===== src/mmbd_pkg.sv =====
// shared types, address map constants and queue sizing for the memory map bus decoder
`default_nettype none

package mmbd_pkg;

    // store sizes
    localparam int WORK_BANK_BYTES_DEF = 4096;
    localparam int HIGH_RAM_BYTES_DEF  = 128;

    // decoupling queue between front and back
    localparam int QUEUE_DEPTH = 2;
    localparam int QPTR_W      = $clog2(QUEUE_DEPTH);
    localparam int QCNT_W      = $clog2(QUEUE_DEPTH + 1);

    // address map boundaries
    localparam logic [15:0] BOOT_END      = 16'h0100;
    localparam logic [15:0] VRAM_BASE     = 16'h8000;
    localparam logic [15:0] XRAM_BASE     = 16'hA000;
    localparam logic [15:0] WRAM_BASE     = 16'hC000;
    localparam logic [15:0] OAM_BASE      = 16'hFE00;
    localparam logic [15:0] UNUSED_BASE   = 16'hFEA0;
    localparam logic [15:0] IO_BASE       = 16'hFF00;
    localparam logic [15:0] HRAM_BASE     = 16'hFF80;
    localparam logic [15:0] IE_ADDR       = 16'hFFFF;
    localparam logic [15:0] JOYPAD_ADDR   = 16'hFF00;
    localparam logic [15:0] DMA_ADDR      = 16'hFF46;
    localparam logic [15:0] BOOT_OFF_ADDR = 16'hFF50;
    localparam logic [15:0] PAGE_MASK     = 16'hF000;
    localparam logic [15:0] PAGE_C        = 16'hC000;
    localparam logic [15:0] PAGE_E        = 16'hE000;
    localparam logic [15:0] GROUP_MASK    = 16'h00F0;
    localparam logic [15:0] GROUP_VIDEO   = 16'h0040;
    localparam logic [15:0] GROUP_BOOT    = 16'h0050;
    localparam logic [7:0]  OPEN_BUS      = 8'hFF;

    // decoded target of one access
    typedef enum logic [2:0] {
        TGT_INTERNAL = 3'd0,
        TGT_BOOT     = 3'd1,
        TGT_CART     = 3'd2,
        TGT_VIDEO    = 3'd3,
        TGT_JOYPAD   = 3'd4,
        TGT_DMA      = 3'd5,
        TGT_IGNORED  = 3'd6
    } t_target;

    // internal store touched by the access
    typedef enum logic [1:0] {
        ST_NONE = 2'd0,
        ST_LOW  = 2'd1,
        ST_HIGH = 2'd2,
        ST_HRAM = 2'd3
    } t_store;

    // classified access travelling from front to back
    typedef struct packed {
        t_target     target;
        logic [15:0] address;
        t_store      store;
        logic        wr;
        logic [7:0]  wdata;
        logic [7:0]  rdata;
        logic [7:0]  fwd;
    } t_cmd;

endpackage

`default_nettype wire


===== src/mmbd_front.sv =====
// front end: accepts bus accesses, decodes the address map, owns boot mode and interrupt enable
`default_nettype none

module mmbd_front
    import mmbd_pkg::*;
(
    input  wire logic        i_clk,
    input  wire logic        i_rst_n,
    input  wire logic        i_valid,
    output logic             o_ready,
    input  wire logic        i_wr,
    input  wire logic [15:0] i_address,
    input  wire logic [7:0]  i_wdata,
    input  wire logic        i_q_full,
    output logic             o_push,
    output t_cmd             o_cmd
);

    logic        r_boot_mode;
    logic        n_boot_mode;
    logic [7:0]  r_ie;
    logic [7:0]  n_ie;
    t_target     tgt;
    t_store      store;
    logic [7:0]  rd;
    logic [15:0] page;
    logic [15:0] grp;
    logic        accept;

    assign o_ready = !i_q_full;
    assign accept  = i_valid && !i_q_full;
    assign o_push  = accept;
    assign page    = i_address & PAGE_MASK;
    assign grp     = i_address & GROUP_MASK;

    // address map decode
    always_comb begin
        tgt         = TGT_INTERNAL;
        store       = ST_NONE;
        rd          = 8'd0;
        n_boot_mode = r_boot_mode;
        n_ie        = r_ie;
        if (i_address < VRAM_BASE) begin
            tgt = (!i_wr && r_boot_mode && i_address < BOOT_END) ? TGT_BOOT : TGT_CART;
        end else if (i_address < XRAM_BASE) begin
            tgt = TGT_VIDEO;
        end else if (i_address < WRAM_BASE) begin
            tgt = TGT_CART;
        end else if (i_address < OAM_BASE) begin
            store = (page == PAGE_C || page == PAGE_E) ? ST_LOW : ST_HIGH;
        end else if (i_address < UNUSED_BASE) begin
            tgt = TGT_VIDEO;
        end else if (i_address < IO_BASE) begin
            if (i_wr) begin
                tgt = TGT_IGNORED;
            end else begin
                rd = OPEN_BUS;
            end
        end else if (i_address < HRAM_BASE) begin
            if (i_address == JOYPAD_ADDR) begin
                tgt = TGT_JOYPAD;
            end else if (grp == GROUP_VIDEO) begin
                tgt = (i_wr && i_address == DMA_ADDR) ? TGT_DMA : TGT_VIDEO;
            end else if (grp == GROUP_BOOT) begin
                if (i_wr) begin
                    if (i_address == BOOT_OFF_ADDR) begin
                        n_boot_mode = 1'b0;
                    end else begin
                        tgt = TGT_IGNORED;
                    end
                end else begin
                    rd = OPEN_BUS;
                end
            end else if (i_wr) begin
                tgt = TGT_IGNORED;
            end
        end else if (i_address < IE_ADDR) begin
            store = ST_HRAM;
        end else begin
            if (i_wr) begin
                n_ie = i_wdata;
            end else begin
                rd = r_ie;
            end
        end
    end

    // classified transfer for the queue
    always_comb begin
        o_cmd.target  = tgt;
        o_cmd.address = i_address;
        o_cmd.store   = store;
        o_cmd.wr      = i_wr;
        o_cmd.wdata   = i_wdata;
        o_cmd.rdata   = (!i_wr && tgt == TGT_INTERNAL) ? rd : 8'd0;
        case (tgt)
            TGT_CART, TGT_VIDEO, TGT_JOYPAD, TGT_DMA: o_cmd.fwd = i_wr ? i_wdata : 8'd0;
            default:                                  o_cmd.fwd = 8'd0;
        endcase
    end

    // boot mode and interrupt enable update in access order
    always_ff @(posedge i_clk) begin
        if (!i_rst_n) begin
            r_boot_mode <= 1'b1;
            r_ie        <= 8'd0;
        end else if (accept) begin
            r_boot_mode <= n_boot_mode;
            r_ie        <= n_ie;
        end
    end

`ifndef SYNTH
    a_boot_off: assert property (@(posedge i_clk) disable iff (!i_rst_n)
        accept && i_wr && i_address == BOOT_OFF_ADDR |=> !r_boot_mode)
        else $error("boot mode not cleared by write to boot off register");
    a_boot_sticky: assert property (@(posedge i_clk) disable iff (!i_rst_n)
        !$rose(r_boot_mode))
        else $error("boot mode set again without reset");
    a_ie_write: assert property (@(posedge i_clk) disable iff (!i_rst_n)
        accept && i_wr && i_address == IE_ADDR |=> r_ie == $past(i_wdata))
        else $error("interrupt enable write lost");
`endif

endmodule

`default_nettype wire


===== config.mk =====
export PLATFORM = sky130hd
export DESIGN_NAME = mmbd_front
export DESIGN_NICKNAME = d
export VERILOG_FILES = /design/src/mmbd_pkg.sv /design/src/mmbd_front.sv
export SDC_FILE = /design/constraint.sdc
export NUM_CORES = 1
export LEC_CHECK = 0
export ABC_AREA = 1
export BUFFER_PORTS_ARGS = -buffer_cell sky130_fd_sc_hd__buf_2
export CAP_MARGIN = 15
export CORE_UTILIZATION = 42
export CTS_CLUSTER_SIZE = 16
export DETAILED_ROUTE_END_ITERATION = 16
export GPL_TIMING_DRIVEN = 0
export PLACE_DENSITY_LB_ADDON = 0.05
export SYNTH_ARGS = -nofsm -noshare
export SYNTH_HDL_FRONTEND = slang
export SYNTH_SLANG_ARGS = --single-unit

===== constraint.sdc =====
create_clock -name i_clk -period 1.8 [get_ports i_clk]
set_clock_uncertainty 0.2 [all_clocks]
set_input_delay 0.27 -clock i_clk [delete_from_list [all_inputs] [get_ports i_clk]]
set_output_delay 0.27 -clock i_clk [all_outputs]
set_load 0.01 [all_outputs]

==> flow_summary.yaml, run 1 <==
status:
  status: "finished with violations"
  violations: "negative setup slack"
critical_path:
  regToRegEndpoint: "r_ie[2]"
  r2r-start: "r_ie[2]"
  path_class: "primary input to output port"
  r2r_cells: 2
  regToRegSetupSlack_ns: 0.94
  cp.arrival_ns: 1.74
  critPathRequiredTime_ns: 1.33
  crit_path_end_kind: "output port"
  crit_fanout: 8
  cp-start-kind: "primary input"
grt:
  track_usage_pct: 22.0
  overflow: 0
  grt_pass1_vias: 1209
  grt_pass1_wl_um: 4820
  grt_max_degree: 11
  grt_antenna_before_repair: 0
floorplan:
  dieArea_um2: 2940
  io_pins: 77
  die_w_um: 54.2
  initial_utilization_pct: 45.4
  num_rows: 18
  coreArea_um2: 2520
  die-height_um: 54.2
cts:
  clkTransAtPathRegs_ns: 0.06
  numClockSinks: 9
  cts_buffers: 3
  root_buffer: "clkbuf_4"
  clk_latency_ns: 0.27
  ctsHoldBuffers: 0
  htreeDepth: 1
  clk_path_buf_depth: 2
  cts_tree: "yes"
power:
  pwr-share-seq_pct: 29.6
  switchingPower_uw: 235
  sw_frac_of_total_pct: 35.0
  power_frac_clock_pct: 23.6
  power_density_nw_per_um2: 328
  p_leak_uw: 0.00112
  pwr-share-comb_pct: 46.8
  p_int_uw: 437
  ir_worst_vdd_v: 0.000417
sta:
  hold_violations: 0
  tightest_slew_ns: 0.398
  finalSetupTns_ns: -4.95
  fin_ws_ns: -0.407
  post-route-min-period_ns: 2.21
  slew_viol_final: 0
  rsz0062_at_grt: "yes"
  slew_headroom_pct: 73.5
  max_freq_ghz: 0.453
  period_share_pct: 123
  setup_viol: 21
synthesis:
  synthArstFlopShare_pct: 0
  synth_edf_count: 0
  syn-num-nets: 223
  synthesis.area_um2: 1150
  synth.avg_cell_area_um2: 5.91
  ys_warn_count: 0
  synth_cell_types: 27
  ys_ff_latch: 9
  postSynthCellCount: 194
  synth_ff_type: "dfxtp_1"
  yosysSeqAreaShare_pct: 15.7
final_layout:
  stdcell_area_um2: 2050
  final_common_cell: "buf_2"
  final_layout_size_suffix_gt1_share_pct: 61.9
  multi_input_area_um2: 862
  seq_area_um2: 181
  nets: 321
  area.growth.synth_to_final_pct: 78.9
  n_fill_cell: 196
  antenna_cells: 0
  final_cell_mix: "62 x buf_2, 37 x buf_4, 24 x nand2_1"
placement:
  hpwl_um: 2390
  port_buffers: 76
  place_ws_ns: -0.409
  gp_congestion: 0.834
  place_area_um2: 1570
route:
  topRoutingLayerUsed: "met4"
  met3_length_um: 291
  m1WireLength_um: 1490
  drtIter0Drc: 36
  vias_per_cell: 5.04
  drt_pass1_iterations: 4
  met2_length_um: 2030
  drc_errors: 0
  routed_wirelength_um: 3930
  num_vias: 1617
  ant_nets: 0
  wl_per_cell_um: 12.2
worst_hold_path:
  holdPathStages: 3
  hold_start: "i_wdata[4]"
  holdPathEnd: "r_ie[4]"
  hold_class: "primary input to flip-flop"
run:
  maxCapViolCount: 0
## flip-flops by register name, indices dropped and copies added (netlist names)
name and cells:
r_boot_mode 1, r_ie 8
## power by group through the flow
stage / Sequential, uW / Combinational, uW / Clock [uW]
global route: 199 / 341 / 163
CTS: 199 / 280 / 159
floorplan: 204 / 132 / 0
finish: 199 / 314 / 159
global placement: 204 / 234 / 0
detailed placement: 204 / 235 / 0
## Yosys cell counts, types with 3 or more instances
library cell,n,area (um^2)
a21oi_1,18,90.1
a31oi_1,8,50.1
buf_4,25,188
dfxtp_1,9,180
inv_1,27,101
nand2_1,33,124
nand2_2,4,25.0
nand3_1,6,30.0
nand4_1,3,18.8
nor2_1,27,101
nor3_1,5,25.0
o21ai_0,8,40.0
## repair_timing
item / CTS / global route
endpoints found under the setup margin: 21 / 21
pin swaps: 27 / 23
setup buffers: 14 / 6
resized for setup: 49 / 41
cloned: 0 / 0
## final cells by class
cell class                      count  share of cell area, %
Sequential cell                     9                   8.85
Timing Repair Buffer               93                   30.1
Buffer                             27                   9.88
Inverter                           30                   5.98
Tap cell                           30                   1.83
Multi-Input combinational cell    128                   42.0
Clock buffer                        4                   1.28
## layer usage
metal | GRT usage (%) | vias up
met4 | 7.69 | 0
li1 | - | 804
met2 | 39.6 | 68
met5 | 0 | -
met1 | 25.5 | 730
met3 | 4.17 | 15
## cells by family after synthesis
logic type / after synthesis / synth area share, %
buf+inv: 57 / 27.6
compound gates: 41 / 20.5
simple gates: 87 / 36.1
flops: 9 / 15.7
## how the worst max path moves through the flow
| stage | endpoint | cells after the start | start |
|---|---|---|---|
| floorplan | o_cmd[0] | 10 | i_address[4] |
| global placement | o_cmd[11] | 8 | i_address[15] |
| detailed placement | o_cmd[11] | 8 | i_address[12] |
| CTS | o_cmd[0] | 12 | i_address[5] |
| global route | o_cmd[5] | 14 | i_address[6] |
| finish | o_cmd[3] | 10 | i_address[5] |
## worst max-delay path, stage by stage
cell	delay, ns
buf_8	0.10
or2_4	0.27
o21ai_2	0.23
nand4_1	0.13
nand2_1	0.07
nand2_1	0.06
nand2_2	0.13
nand3_4	0.17
a21oi_2	0.17
buf_2	0.14
## metrics by stage
step | hold slack (ns) | total power [uW] | instances | utilization, %
4_1_cts | 0.0570 | 639 | 315 | 73.7
5_1_grt | 0.0751 | 703 | 321 | 81.3
6_report | 0.0565 | 672 | 321 | 81.3
2_1_floorplan | 0.146 | 336 | 194 | -
3_3_place_gp | 0.282 | 438 | 300 | 62.3
3_5_place_dp | 0.287 | 439 | 300 | 62.3
(Power assumes the default switching activity.)
==> inputs of run 2 (changes only) <==
--- a/config.mk
+++ b/config.mk
@@ -12,7 +12,7 @@
 export CTS_CLUSTER_SIZE = 16
 export DETAILED_ROUTE_END_ITERATION = 16
 export GPL_TIMING_DRIVEN = 0
-export PLACE_DENSITY_LB_ADDON = 0.05
+export PLACE_DENSITY = 0.85
 export SYNTH_ARGS = -nofsm -noshare
 export SYNTH_HDL_FRONTEND = slang
 export SYNTH_SLANG_ARGS = --single-unit
==> flow_summary.yaml, run 2 (same netlist as run 1, synthesis figures left out) <==
final_layout:
  antenna_cells: 0
  n_fill_cell: 168
  final_common_cell: "buf_2"
  regMostFlops: "r_ie"
  area.growth.synth_to_final_pct: 77.6
  final_layout_size_suffix_gt1_share_pct: 62.2
  final_cell_mix: "64 x buf_2, 47 x buf_4, 24 x inv_1"
  nets: 321
  largestRegisters: "r_ie x8, r_boot_mode x1"
  largest_reg_flops: 8
sta:
  setup_viol: 21
  post-route-min-period_ns: 2.19
  slew_headroom_pct: 77.0
  max_freq_ghz: 0.456
  fin_ws_ns: -0.393
  hold_violations: 0
  rsz0062_at_grt: "yes"
  period_share_pct: 122
  tightest_slew_ns: 0.342
  hold_ws_ns: 0.0637
  slew_viol_final: 0
  finalSetupTns_ns: -5.02
route:
  topRoutingLayerUsed: "met4"
  ant_nets: 0
  met2_length_um: 2260
  m1WireLength_um: 1610
  drt_pass1_iterations: 4
  drc_errors: 0
  wl_per_cell_um: 13.4
  drtIter0Drc: 41
  routed_wirelength_um: 4300
  vias_per_cell: 5.12
  num_vias: 1644
  met3_length_um: 264
cts:
  numClockSinks: 9
  htreeDepth: 1
  clk_path_buf_depth: 2
  ctsHoldBuffers: 0
  cts_buffers: 3
  clk_latency_ns: 0.26
  clkTransAtPathRegs_ns: 0.06
  root_buffer: "clkbuf_4"
  cts_tree: "yes"
critical_path:
  regToRegSetupSlack_ns: 0.94
  crit_fanout: 8
  r2r_cells: 2
  r2r-start: "r_ie[2]"
  critPathRequiredTime_ns: 1.33
  cp-start-kind: "primary input"
  path_class: "primary input to output port"
  crit_path_end_kind: "output port"
  regToRegEndpoint: "r_ie[2]"
  cp.arrival_ns: 1.72
status:
  status: "finished with violations"
  violations: "negative setup slack"
floorplan:
  io_pins: 77
  die-height_um: 54.2
  coreArea_um2: 2520
  num_rows: 18
  initial_utilization_pct: 45.4
  die_w_um: 54.2
  dieArea_um2: 2940
placement:
  hpwl_um: 2400
  port_buffers: 76
  gp_congestion: 0.843
worst_hold_path:
  holdPathStages: 3
  holdPathEnd: "r_ie[3]"
  hold_start: "i_wdata[3]"
  hold_class: "primary input to flip-flop"
power:
  ir_worst_vdd_v: 0.000292
  p_leak_uw: 0.00115
  power_density_nw_per_um2: 328
  total_power_uw: 668
grt:
  overflow: 0
  grt_pass1_wl_um: 5530
  track_usage_pct: 25.8
  grt_max_degree: 11
  grt_pass1_vias: 1345
  grt_antenna_before_repair: 0
run:
  maxCapViolCount: 0
==> run 2: cell counts in the layout (fill, tap and decap cells not counted) <==
No cell type changed its count.
==> run 2: worst max path at each step <==
stage,slack [ns],start,endpoint
CTS,-0.27,i_address[5],o_cmd[1]
global placement,-0.43,i_address[15],o_cmd[6]
global route,-0.52,i_address[1],o_cmd[1]
detailed placement,-0.44,i_address[14],o_cmd[6]
floorplan,-0.03,i_address[4],o_cmd[0]
finish,-0.39,i_address[7],o_cmd[1]
==> run 2: critical path, stage by stage <==
cell and delay, ns:
buf_4 0.14, inv_2 0.07, nor2_1 0.20, nor2_2 0.09, a21oi_2 0.17, nand2_1 0.09
nand2_1 0.09, nand2_2 0.10, nand2_4 0.11, nand2_8 0.08, a21oi_2 0.15, buf_2 0.14
==> run 2: per-stage QoR <==
stage | instance area, um^2 | util [%] | cells | setup WS, ns
2_1_floorplan | 1150 | - | 194 | -0.0349
3_3_place_gp | 1570 | 62.3 | 300 | -0.432
3_5_place_dp | 1570 | 62.3 | 300 | -0.438
4_1_cts | 1840 | 72.9 | 313 | -0.273
5_1_grt | 2040 | 80.7 | 321 | -0.515
6_report | 2040 | 80.7 | 321 | -0.393
==> run 2: routing by layer <==
metal | vias to the layer above | GRT usage, %
met5 | - | 0
met4 | 0 | 12.8
met3 | 18 | 4.17
met2 | 87 | 50.0
met1 | 742 | 26.1
li1 | 797 | -
==> run 2: power breakdown <==
group	switching [uW]	internal [uW]	total, uW
logic	168	147	315
clock network	68.5	85.3	154
registers	0.00000493	199	199
total	236	432	668
==> run 2: final cells by class <==
class	count	area, um^2	area share (%)
multi-input combinational	128	890	43.7
sequential	9	180	8.85
clock buffer	4	26.3	1.29
buffer	27	204	10.0
inverter	30	123	6.02
tap	30	37.5	1.84
timing repair buffer	93	576	28.3
==> run 2: timing repair <==
action,4_1_cts,5_1_grt
buffers inserted,9,8
pin swaps,18,24
setup endpoints to repair,21,21
endpoints found under the hold margin,0,0
gates resized for setup,49,36
