### config.mk
export PLATFORM = sky130hd
export DESIGN_NAME = mmbd_queue
export DESIGN_NICKNAME = d
export VERILOG_FILES = /design/src/mmbd_pkg.sv /design/src/mmbd_queue.sv
export SDC_FILE = /design/constraint.sdc
export NUM_CORES = 1
export LEC_CHECK = 0
export BUFFER_PORTS_ARGS = -buffer_cell sky130_fd_sc_hd__buf_4
export CAP_MARGIN = 20
export CELL_PAD_IN_SITES_DETAIL_PLACEMENT = 0
export CELL_PAD_IN_SITES_GLOBAL_PLACEMENT = 2
export CORE_MARGIN = 8
export CORE_UTILIZATION = 35
export DETAILED_ROUTE_END_ITERATION = 6
export GPL_TIMING_DRIVEN = 0
export HOLD_SLACK_MARGIN = 0.02
export PLACE_DENSITY_LB_ADDON = 0.1
export RECOVER_POWER = 50
export SYNTH_ARGS = -nofsm -noshare
export SYNTH_HDL_FRONTEND = slang
export SYNTH_SLANG_ARGS = --single-unit
export TNS_END_PERCENT = 50
### constraint.sdc
create_clock -name i_clk -period 4.1 [get_ports i_clk]
set_input_delay 0.615 -clock i_clk [delete_from_list [all_inputs] [get_ports i_clk]]
set_output_delay 0.615 -clock i_clk [all_outputs]
set_load 0.02 [all_outputs]
### src/mmbd_pkg.sv
// shared types, address map constants and queue sizing for the memory map bus decoder
`default_nettype none

package mmbd_pkg;

    // store sizes
    localparam int WORK_BANK_BYTES_DEF = 4096;
    localparam int HIGH_RAM_BYTES_DEF  = 128;

    // decoupling queue between front and back
    localparam int QUEUE_DEPTH = 2;
    localparam int QPTR_W      = $clog2(QUEUE_DEPTH);
    localparam int QCNT_W      = $clog2(QUEUE_DEPTH + 1);

    // address map boundaries
    localparam logic [15:0] BOOT_END      = 16'h0100;
    localparam logic [15:0] VRAM_BASE     = 16'h8000;
    localparam logic [15:0] XRAM_BASE     = 16'hA000;
    localparam logic [15:0] WRAM_BASE     = 16'hC000;
    localparam logic [15:0] OAM_BASE      = 16'hFE00;
    localparam logic [15:0] UNUSED_BASE   = 16'hFEA0;
    localparam logic [15:0] IO_BASE       = 16'hFF00;
    localparam logic [15:0] HRAM_BASE     = 16'hFF80;
    localparam logic [15:0] IE_ADDR       = 16'hFFFF;
    localparam logic [15:0] JOYPAD_ADDR   = 16'hFF00;
    localparam logic [15:0] DMA_ADDR      = 16'hFF46;
    localparam logic [15:0] BOOT_OFF_ADDR = 16'hFF50;
    localparam logic [15:0] PAGE_MASK     = 16'hF000;
    localparam logic [15:0] PAGE_C        = 16'hC000;
    localparam logic [15:0] PAGE_E        = 16'hE000;
    localparam logic [15:0] GROUP_MASK    = 16'h00F0;
    localparam logic [15:0] GROUP_VIDEO   = 16'h0040;
    localparam logic [15:0] GROUP_BOOT    = 16'h0050;
    localparam logic [7:0]  OPEN_BUS      = 8'hFF;

    // decoded target of one access
    typedef enum logic [2:0] {
        TGT_INTERNAL = 3'd0,
        TGT_BOOT     = 3'd1,
        TGT_CART     = 3'd2,
        TGT_VIDEO    = 3'd3,
        TGT_JOYPAD   = 3'd4,
        TGT_DMA      = 3'd5,
        TGT_IGNORED  = 3'd6
    } t_target;

    // internal store touched by the access
    typedef enum logic [1:0] {
        ST_NONE = 2'd0,
        ST_LOW  = 2'd1,
        ST_HIGH = 2'd2,
        ST_HRAM = 2'd3
    } t_store;

    // classified access travelling from front to back
    typedef struct packed {
        t_target     target;
        logic [15:0] address;
        t_store      store;
        logic        wr;
        logic [7:0]  wdata;
        logic [7:0]  rdata;
        logic [7:0]  fwd;
    } t_cmd;

endpackage

`default_nettype wire

### src/mmbd_queue.sv
// short fifo that decouples the decode front end from the store back end
`default_nettype none

module mmbd_queue
    import mmbd_pkg::*;
(
    input  wire logic i_clk,
    input  wire logic i_rst_n,
    input  wire logic i_push,
    input  wire t_cmd i_cmd,
    output logic      o_full,
    output logic      o_valid,
    input  wire logic i_pop,
    output t_cmd      o_cmd
);

    t_cmd              r_slot [QUEUE_DEPTH];
    logic [QPTR_W-1:0] r_wptr;
    logic [QPTR_W-1:0] r_rptr;
    logic [QCNT_W-1:0] r_count;
    logic [QCNT_W-1:0] n_count;

    assign o_full  = (r_count == QCNT_W'(QUEUE_DEPTH));
    assign o_valid = (r_count != '0);
    assign o_cmd   = r_slot[r_rptr];

    // occupancy
    always_comb begin
        n_count = r_count;
        if (i_push && !i_pop) begin
            n_count = r_count + QCNT_W'(1);
        end else if (i_pop && !i_push) begin
            n_count = r_count - QCNT_W'(1);
        end
    end

    // pointers
    always_ff @(posedge i_clk) begin
        if (!i_rst_n) begin
            r_wptr  <= '0;
            r_rptr  <= '0;
            r_count <= '0;
        end else begin
            r_count <= n_count;
            if (i_push) begin
                r_wptr <= r_wptr + 1'b1;
            end
            if (i_pop) begin
                r_rptr <= r_rptr + 1'b1;
            end
        end
    end

    // slot storage
    always_ff @(posedge i_clk) begin
        if (i_push) begin
            r_slot[r_wptr] <= i_cmd;
        end
    end

`ifndef SYNTH
    a_no_overflow: assert property (@(posedge i_clk) disable iff (!i_rst_n)
        !(i_push && o_full) && !(i_pop && !o_valid))
        else $error("queue overflow or underflow");
    a_count_range: assert property (@(posedge i_clk) disable iff (!i_rst_n)
        r_count <= QCNT_W'(QUEUE_DEPTH))
        else $error("queue count out of range");
`endif

endmodule

`default_nettype wire

==> flow_summary.ini, run 1 <==
[logic_synthesis]
postSynth.asyncResetShare_pct = 0
synth_common_cells = edfxtp_1, mux2_2, dfxtp_1
synthTopCellsByArea = edfxtp_1, mux2_2, dfxtp_1
netlist_area_sq_um = 3550
yosysSeqAreaShare_pct = 80.5
syn_inst = 165
synthesis.nets = 216
ys_types = 17
postSynthAreaPerCell_sq_um = 21.5
yosys_register_bits = 97
yosysTopAreaCellShare_pct = 77.7
synth_edf_count = 92
yosysMostFrequentCell = edfxtp_1
synth_ff_type = edfxtp_1
yosys_warnings = 0
synth_top_area_cell = edfxtp_1

[setup_path]
start_kind = primary input
worst_r2r_path_depth = 2
worstPathMaxFanout = 26
cp-end-kind = flop
crit_required_ps = 4150
crit_arrival_ps = 2610
critPathKind = in -> reg

[power]
p_seq_share_pct = 55.8
p_leak_nw = 1.70
irDropWorstVdd_v = 0.000162
p_sw_share_pct = 23.7
power_density_nw_per_um2 = 445
cellInternalPower_w = 0.00158
p_switching_w = 0.000491
p_clk_share_pct = 29.0
combPwrFrac_pct = 15.2

[placement]
gp_congestion = 0.626
hpwl_mm = 4.55
placed_area_sq_um = 4500
portBuffers = 97

[clock_tree]
clock_sink_count = 97
hold_buffers = 0
post_cts_buffers = 0
clkSlewWorstSetupHoldPaths_ps = 90
numCtsBuffers = 9
cts_root_buf = clkbuf_8
clock_latency_ps = 350
htreeDepth = 3
cts_resized = 0
cts_tree = done
clock_path_buffers = 2

[route]
route.detailed.drc = 0
viasPerCell = 4.44
num_vias = 1829
routedWlPerCell_um = 16.3
finalWirelength_mm = 6.73
postRouteAntennaNets = 0
drt-initial-drc-count = 81
firstDrtPassIters = 4

[layout]
syn2layout_area_growth_pct = 30.8
antennaDiodeCount = 0
final_layout_size_suffix_gt1_share_pct = 57.0
num-nets-final = 326
fin_area_sq_um = 4650
utilization_pct = 47.4
fill_cells = 922

[sta]
period_minus_slack_ps = 2560
worstMarginPinSlew_ps = 2110
min_period_over_period_pct = 62.3
final_max_slew_viol_count = 44
slew_headroom_pct = -40.8
rsz0062_at_grt = no
fin_worst_skew_ps = 7.48
achievable-frequency_ghz = 0.391
setup_viol = 0
finalHoldViolCount = 0

[floorplanning]
initial_core_util_pct = 36.2
row_count = 36
die_w_um = 117
die_area_sq_um = 13600
die_h_um = 117
io_pins = 98
coreArea_sq_um = 9820

[run_status]
failed_checks = max-capacitance violations, max-slew violations
outcome = complete, but fails checks

[hold_path]
min_path_cells = 1
hp-class = in -> reg

[grt]
grt_pass1_vias = 1966
grt_start_max_net_pins = 27
grt.overflow.total = 0
grtUsageTotal_pct = 10.0
grt_pass1_wl_mm = 9.92
antenna_found_initial = 0

[run]
maxCapViolations = 2
-- worst max-delay path, cell delays in order --
cell	delay [ps]
buf_4	100
nor2b_1	1580
buf_12	300
-- routing by layer --
| metal | vias up | GRT usage, % | wire length (um) |
|---|---|---|---|
| met3 | 9 | 5.64 | 708 |
| met5 | - | 0 | 0 |
| li1 | 861 | - | - |
| met1 | 894 | 10.6 | 2740 |
| met4 | 0 | 4.35 | 96 |
| met2 | 65 | 16.2 | 3180 |
-- power groups by stage --
stage	Combinational [W]	Clock (W)	Sequential, W
finish	0.000315	0.000601	0.00115
global route	0.000339	0.000661	0.00116
CTS	0.000330	0.000625	0.00115
detailed placement	0.000328	0	0.00118
global placement	0.000320	0	0.00118
floorplan	0.000178	0	0.00118
-- layout by cell type, fill, tap and decap left out --
master | Yosys | final
edfxtp_1 | 92 | 92
buf_4 | 1 | 51
mux2_2 | 46 | 46
clkbuf_4 | 0 | 39
clkbuf_8 | 0 | 9
clkbuf_1 | 0 | 8
dfxtp_1 | 5 | 5
buf_6 | 4 | 4
and2_0 | 0 | 3
xor2_1 | 2 | 2
nor2b_1 | 2 | 2
clkinvlp_4 | 0 | 2
inv_6 | 0 | 2
buf_12 | 0 | 2
inv_1 | 1 | 1
or2_2 | 1 | 1
and2b_2 | 1 | 1
xnor2_1 | 1 | 1
o21a_1 | 1 | 1
and2_1 | 4 | 1
o21ai_0 | 1 | 1
or3_1 | 1 | 1
a21boi_0 | 0 | 1
ha_1 | 1 | 1
clkinv_2 | 0 | 1
bufinv_16 | 0 | 1
-- cells by family after synthesis --
| group | after synthesis | synth area share (%) |
|---|---|---|
| adder cells (fa/ha/maj) | 1 | 0.352 |
| AND/OR/NAND/NOR | 9 | 1.65 |
| XOR/XNOR | 3 | 0.739 |
| flip-flops | 97 | 80.5 |
| multiplexers | 46 | 14.6 |
| buffers and inverters | 6 | 1.58 |
| AO/OA/AOI/OAI | 3 | 0.563 |
-- final cells by class --
cell class,count,area (sq um),share of cell area [%]
clock buffers,9,124,2.66
flip-flops and latches,97,2860,61.6
multi-input cells,62,636,13.7
well taps,133,166,3.58
inverters,1,3.75,0.0807
plain buffers,5,52.6,1.13
repair buffers,99,738,15.9
clock inverters,6,67.6,1.45
-- sequential cells by signal, summed over array words and instances (netlist names), named ones only --
register,flops
r_slot,92
r_count,2
r_rptr,1
r_wptr,1
-- stage by stage --
stage | cells | worst slack [ps] | TNS [ps] | total power (W) | hold WS (ps)
after floorplan | 165 | 952 | 0 | 0.00135 | 461
after global placement | 395 | -678 | -31730 | 0.00150 | 479
after detailed placement | 397 | 2110 | 0 | 0.00151 | 499
after CTS | 412 | 1880 | 0 | 0.00211 | 421
after global routing | 412 | 1330 | 0 | 0.00216 | 427
final | 412 | 1540 | 0 | 0.00207 | 462
-- path summary, 6_finish.rpt --
| kind | from | end | slack (ps) |
|---|---|---|---|
| setup reg to reg | r_wptr | r_slot[0][9] | 1610 |
| hold reg to reg | r_count[1] | r_count[1] | 510 |
| hold / removal | i_cmd[12] | r_slot[0][12] | 460 |
| setup / recovery | i_push | r_slot[0][9] | 1540 |
Power figures use the tool's default switching activity.
==> run 2: changes to the inputs <==
--- a/config.mk
+++ b/config.mk
@@ -5,12 +5,13 @@
 export SDC_FILE = /design/constraint.sdc
 export NUM_CORES = 1
 export LEC_CHECK = 0
+export ABC_AREA = 1
 export BUFFER_PORTS_ARGS = -buffer_cell sky130_fd_sc_hd__buf_4
 export CAP_MARGIN = 20
 export CELL_PAD_IN_SITES_DETAIL_PLACEMENT = 0
 export CELL_PAD_IN_SITES_GLOBAL_PLACEMENT = 2
 export CORE_MARGIN = 8
-export CORE_UTILIZATION = 35
+export CORE_UTILIZATION = 34
 export DETAILED_ROUTE_END_ITERATION = 6
 export GPL_TIMING_DRIVEN = 0
 export HOLD_SLACK_MARGIN = 0.02
==> constraint.sdc (replaced) <==
create_clock -name i_clk -period 2.25 [get_ports i_clk]
set_input_delay 0.3375 -clock i_clk [delete_from_list [all_inputs] [get_ports i_clk]]
set_output_delay 0.3375 -clock i_clk [all_outputs]
set_load 0.02 [all_outputs]
==> run 2 against run 1 <==
The flow now finishes without violations. Sequential share of layout area shrank 2.5 points. Die area grew 7.4%. Wire length shrank 0.73%. Worst hold slack lost 270 ps. Via count grew 2.6%. Final area grew 4.2%. Critical endpoint is now r_slot[0][2].
==> flow_summary.ini, run 2 <==
[clock_tree]
clock_path_buffers = 2
hold_buffers = 0
htreeDepth = 3
numCtsBuffers = 9
cts_root_buf = clkbuf_8
post_cts_buffers = 0
clock_sink_count = 97
cts_resized = 0
cts_tree = done
clock_latency_ps = 340
clkSlewWorstSetupHoldPaths_ps = 100

[setup_path]
rr_startpoint = r_wptr
crit_path_max_incr_delay_ps = 940
crit_arrival_ps = 1930
cp-end-kind = flop
cp.buffers_inverters = 1
crit_slowest_cell = nor2_2
worstPathMaxFanout = 25
cp_cell_sequence = nor2_2 -> buf_12
worstReg2RegEnd = r_slot[0][2]
critPathTopFamily = simple AND/OR/NAND/NOR gates
start_kind = flop
reg2reg_setup_slack_ps = 360
critPathKind = reg -> reg
worst_r2r_path_depth = 2
crit_required_ps = 2290

[route]
finalWirelength_mm = 6.68
firstDrtPassIters = 4
drt-initial-drc-count = 63
postRouteAntennaNets = 0
num_vias = 1876
route.detailed.drc = 0
viasPerCell = 4.33
routedWlPerCell_um = 15.4

[layout]
largest_reg_flops = 92
syn2layout_area_growth_pct = 29.3
num-nets-final = 339
reg_top3 = r_slot: 92 flops, r_count: 2 flops
regMostFlops = r_slot
antennaDiodeCount = 0
final_layout_size_suffix_gt1_share_pct = 52.9
multi_input_area_sq_um = 768
final_common_cell = edfxtp_1
fill_cells = 981
register_area_sq_um = 2860
layout_common_cells = edfxtp_1, buf_4, mux2_4

[grt]
grt_start_max_net_pins = 26
grt_pass1_vias = 1950
grt.overflow.total = 0
grtUsageTotal_pct = 9.10
grt_pass1_wl_mm = 10.1
antenna_found_initial = 0

[sta]
final_max_slew_viol_count = 0
period_minus_slack_ps = 1890
achievable-frequency_ghz = 0.530
finalHoldViolCount = 0
tns_ps = 0
slew_headroom_pct = 18.1
setup_ws_ps = 364
worstMarginPinSlew_ps = 1230
setup_viol = 0
min_period_over_period_pct = 83.8
fin_worst_skew_ps = 10.1
rsz0062_at_grt = no

[run]
maxCapViolations = 0

[logic_synthesis]
synthMuxAreaShare_pct = 17.8
yosysTopAreaCellShare_pct = 73.7
synth_compound_area_share_pct = 0.267
yosysSeqAreaShare_pct = 76.3
synth-simple-area-share_pct = 2.00
synthesis.nets = 229
synth_ff_type = edfxtp_1
netlist_area_sq_um = 3750
postSynth.asyncResetShare_pct = 0
synthTopCellsByArea = edfxtp_1, mux2_4, dfxtp_1
synth_common_cells = edfxtp_1, mux2_4, nand2_1
synth_top_family_by_area = multiplexers
synthAdderAreaFrac_pct = 0.334
yosys_register_bits = 97
synth_xor_area_share_pct = 0
synth_edf_count = 92
ys_types = 14
syn_inst = 178
yosys_warnings = 0
synth_top_area_cell = edfxtp_1
yosysMostFrequentCell = edfxtp_1
postSynthAreaPerCell_sq_um = 21.1

[hold_path]
min_path_cells = 1
hp-class = in -> reg
holdPathEnd = r_slot[0][15]
worstHoldStart = i_cmd[15]

[power]
power_density_nw_per_um2 = 777
p_leak_nw = 1.90
irDropWorstVdd_v = 0.000301

[placement]
hpwl_mm = 4.77
portBuffers = 97
gp_congestion = 0.639
dp_slack_ps = 559

[floorplanning]
io_pins = 98
row_count = 38
die_h_um = 121
die_area_sq_um = 14600
coreArea_sq_um = 10800
initial_core_util_pct = 34.7
die_w_um = 121

[run_status]
outcome = finished, final reports clean
-- run 2: cell types whose count changed after synthesis, moves of 2 or more --
cell / previous run / this run
and2_1: 4 / 0
buf_12: 0 / 4
buf_6: 4 / 1
inv_1: 1 / 8
mux2_2: 46 / 6
mux2_4: 0 / 40
nand2_1: 0 / 9
nor2_1: 0 / 8
nor2b_1: 2 / 0
xor2_1: 2 / 0
-- run 2: area by class of cell --
cell class | instances | area share (%)
Inverter | 8 | 0.620
Multi-Input combinational cell | 68 | 15.8
Buffer | 5 | 1.88
Clock buffer | 10 | 2.63
Tap cell | 140 | 3.61
Timing Repair Buffer | 99 | 15.0
Clock inverter | 6 | 1.34
Sequential cell | 97 | 59.1
-- run 2: how the worst max path moves through the flow --
stage	slack [ps]	cells after the start	end	start
floorplan	280	2	r_slot[0][0]	i_push
finish	360	2	r_slot[0][2]	r_wptr
CTS	350	4	o_cmd[6]	flop
global placement	-610	3	r_slot[0][0]	i_push
detailed placement	560	4	r_slot[0][0]	i_push
global route	220	2	r_slot[0][2]	r_wptr
-- run 2: metrics by stage --
stage	instance area [sq um]	hold WS [ps]	std cells	power, W	utilization [%]
floorplan	3750	436	178	0.00249	-
global placement	4660	479	415	0.00273	43.1
detailed placement	4700	492	417	0.00274	43.6
CTS	4890	144	433	0.00384	45.3
global route	4850	162	433	0.00393	44.9
finish	4850	190	433	0.00376	44.9
-- run 2: logic make-up after synthesis --
logic type	Yosys count
adder cells (fa/ha/maj)	1
buffers and inverters	13
multiplexers	46
AND/OR/NAND/NOR	19
flip-flops	97
AO/OA/AOI/OAI	2
-- run 2: power breakdown --
group / total (W) / leakage (nW) / internal (W) / switching [W]
sequential: 0.00210 / 0.905 / 0.00208 / 0.0000223
combinational: 0.000570 / 0.899 / 0.000290 / 0.000280
clock: 0.00109 / 0.0971 / 0.000519 / 0.000571
total: 0.00376 / 1.90 / 0.00289 / 0.000874
-- run 2: per-layer routing --
layer	vias to the layer above	share of wire (%)	global-route usage, %
met2	61	50	14.8
met4	0	1.7	4.68
met1	915	41	10.2
met3	10	7.8	3.44
li1	890	-	-
met5	-	0	0
==> run 3: changes to the inputs <==
==> constraint.sdc (replaced) <==
create_clock -name i_clk -period 1.71 [get_ports i_clk]
set_input_delay 0.2565 -clock i_clk [delete_from_list [all_inputs] [get_ports i_clk]]
set_output_delay 0.2565 -clock i_clk [all_outputs]
set_load 0.02 [all_outputs]
==> run 3 against run 2 <==
Worst hold slack worse by 79 ps. Clock skew is 0.72 ps higher. Setup slack worse by 350 ps. First-iteration DRC count is 4.8% lower. Flip-flop and latch count stayed put. Non-clock buffer count is 2 higher. Largest cell class unchanged.
==> flow_summary.ini, run 3 (same netlist as run 2, synthesis figures left out) <==
[layout]
antennaDiodeCount = 0
num-nets-final = 341
register_area_sq_um = 2860
final_common_cell = edfxtp_1
layout_common_cells = edfxtp_1, buf_6, mux2_4
largest_reg_flops = 92
reg_top3 = r_slot: 92 flops, r_count: 2 flops
multi_input_area_sq_um = 773
regMostFlops = r_slot
fill_cells = 966
syn2layout_area_growth_pct = 34.2
final_layout_size_suffix_gt1_share_pct = 53.4

[run_status]
outcome = finished, final reports clean

[sta]
finalHoldViolCount = 0
worstMarginPinSlew_ps = 679
period_minus_slack_ps = 1700
holdWs_ps = 111
slew_headroom_pct = 54.6
fin_worst_skew_ps = 10.8
min_period_over_period_pct = 99.4
rsz0062_at_grt = yes
final_max_slew_viol_count = 0
achievable-frequency_ghz = 0.588
setup_viol = 0

[grt]
grt_pass1_wl_mm = 10.6
grt.overflow.total = 0
grt_start_max_net_pins = 28
grt_pass1_vias = 1966
antenna_found_initial = 0
grtUsageTotal_pct = 9.69

[power]
p_clk_share_pct = 28.1
cellInternalPower_w = 0.00385
irDropWorstVdd_v = 0.000443
power_density_nw_per_um2 = 997
totalPowerFinal_w = 0.00502
p_seq_share_pct = 55.2
p_sw_share_pct = 23.2
combPwrFrac_pct = 16.7
p_leak_nw = 1.96
p_switching_w = 0.00116

[clock_tree]
cts_tree = done
clock_sink_count = 97
numCtsBuffers = 9
clkSlewWorstSetupHoldPaths_ps = 90
htreeDepth = 3
clock_path_buffers = 2
clock_latency_ps = 340
cts_root_buf = clkbuf_8

[route]
routedWlPerCell_um = 16.0
met3_length_um = 555
wl_met1_mm = 2.77
route.detailed.drc = 0
viasPerCell = 4.35
postRouteAntennaNets = 0
drt-initial-drc-count = 60
finalWirelength_mm = 6.95
highest_layer = met4
firstDrtPassIters = 4
wl_met2_mm = 3.49
num_vias = 1887

[run]
maxCapViolations = 0

[setup_path]
crit_required_ps = 1450
worstPathMaxFanout = 10
critPathKind = reg -> out
start_kind = flop
cp-end-kind = output port
crit_arrival_ps = 1440

[floorplanning]
initial_core_util_pct = 34.7
io_pins = 98
die_w_um = 121
die_area_sq_um = 14600
die_h_um = 121
coreArea_sq_um = 10800
row_count = 38

[placement]
hpwl_mm = 4.85
gp_congestion = 0.691
portBuffers = 97

[hold_path]
hp-class = in -> reg
## run 3: area by class of cell
cell class | count | share of cell area [%]
repair buffers | 101 | 18.0
inverters | 8 | 0.597
clock buffers | 10 | 2.54
flip-flops and latches | 97 | 56.9
well taps | 140 | 3.48
plain buffers | 5 | 1.99
clock inverters | 5 | 1.14
multi-input cells | 68 | 15.4
## run 3: power groups by stage
stage               Sequential [W]  Combinational, W  Clock, W
CTS                        0.00277          0.000874   0.00147
detailed placement         0.00283          0.000789         0
finish                     0.00277          0.000836   0.00141
global placement           0.00283          0.000771         0
global route               0.00278          0.000891   0.00156
floorplan                  0.00282          0.000451         0
## run 3: path summary, 6_finish.rpt
check,start,to,slack [ps],depth (start not counted)
setup reg to reg,r_wptr,r_slot[0][4],210,2
hold reg to reg,r_rptr,r_rptr,530,2
hold / removal,i_cmd[16],r_slot[1][16],110,1
setup / recovery,flop,o_cmd[10],10,4
## run 3: routing by layer
layer / vias to the layer above / global-route usage [%]
li1: 899 / -
met1: 916 / 10.9
met2: 62 / 15.8
met3: 10 / 3.72
met4: 0 / 4.92
met5: - / 0
## run 3: timing repair
action / 4_1_cts / 5_1_grt
setup endpoints to repair: 40 / 43
resized for setup: 46 / 0
setup buffers: 2 / 0
hold buffers: 0 / 0
pin swaps: 0 / 0
## run 3: critical path, cell delays in order (launching register included)
cell and delay (ps):
dfxtp_2 350, buf_12 140, buf_12 150, mux2_4 320, buf_6 130
## run 3: metrics by stage
stage	TNS (ps)	setup WS [ps]	utilization [%]	cells	instance area, sq um
after floorplan	-2360	-51.4	-	178	3760
after global placement	-47790	-744	43.2	415	4660
after detailed placement	0	92.5	43.6	417	4700
after CTS	-798	-30.5	47.0	434	5070
after global routing	-1940	-56.8	46.6	434	5030
final	0	9.65	46.6	434	5030
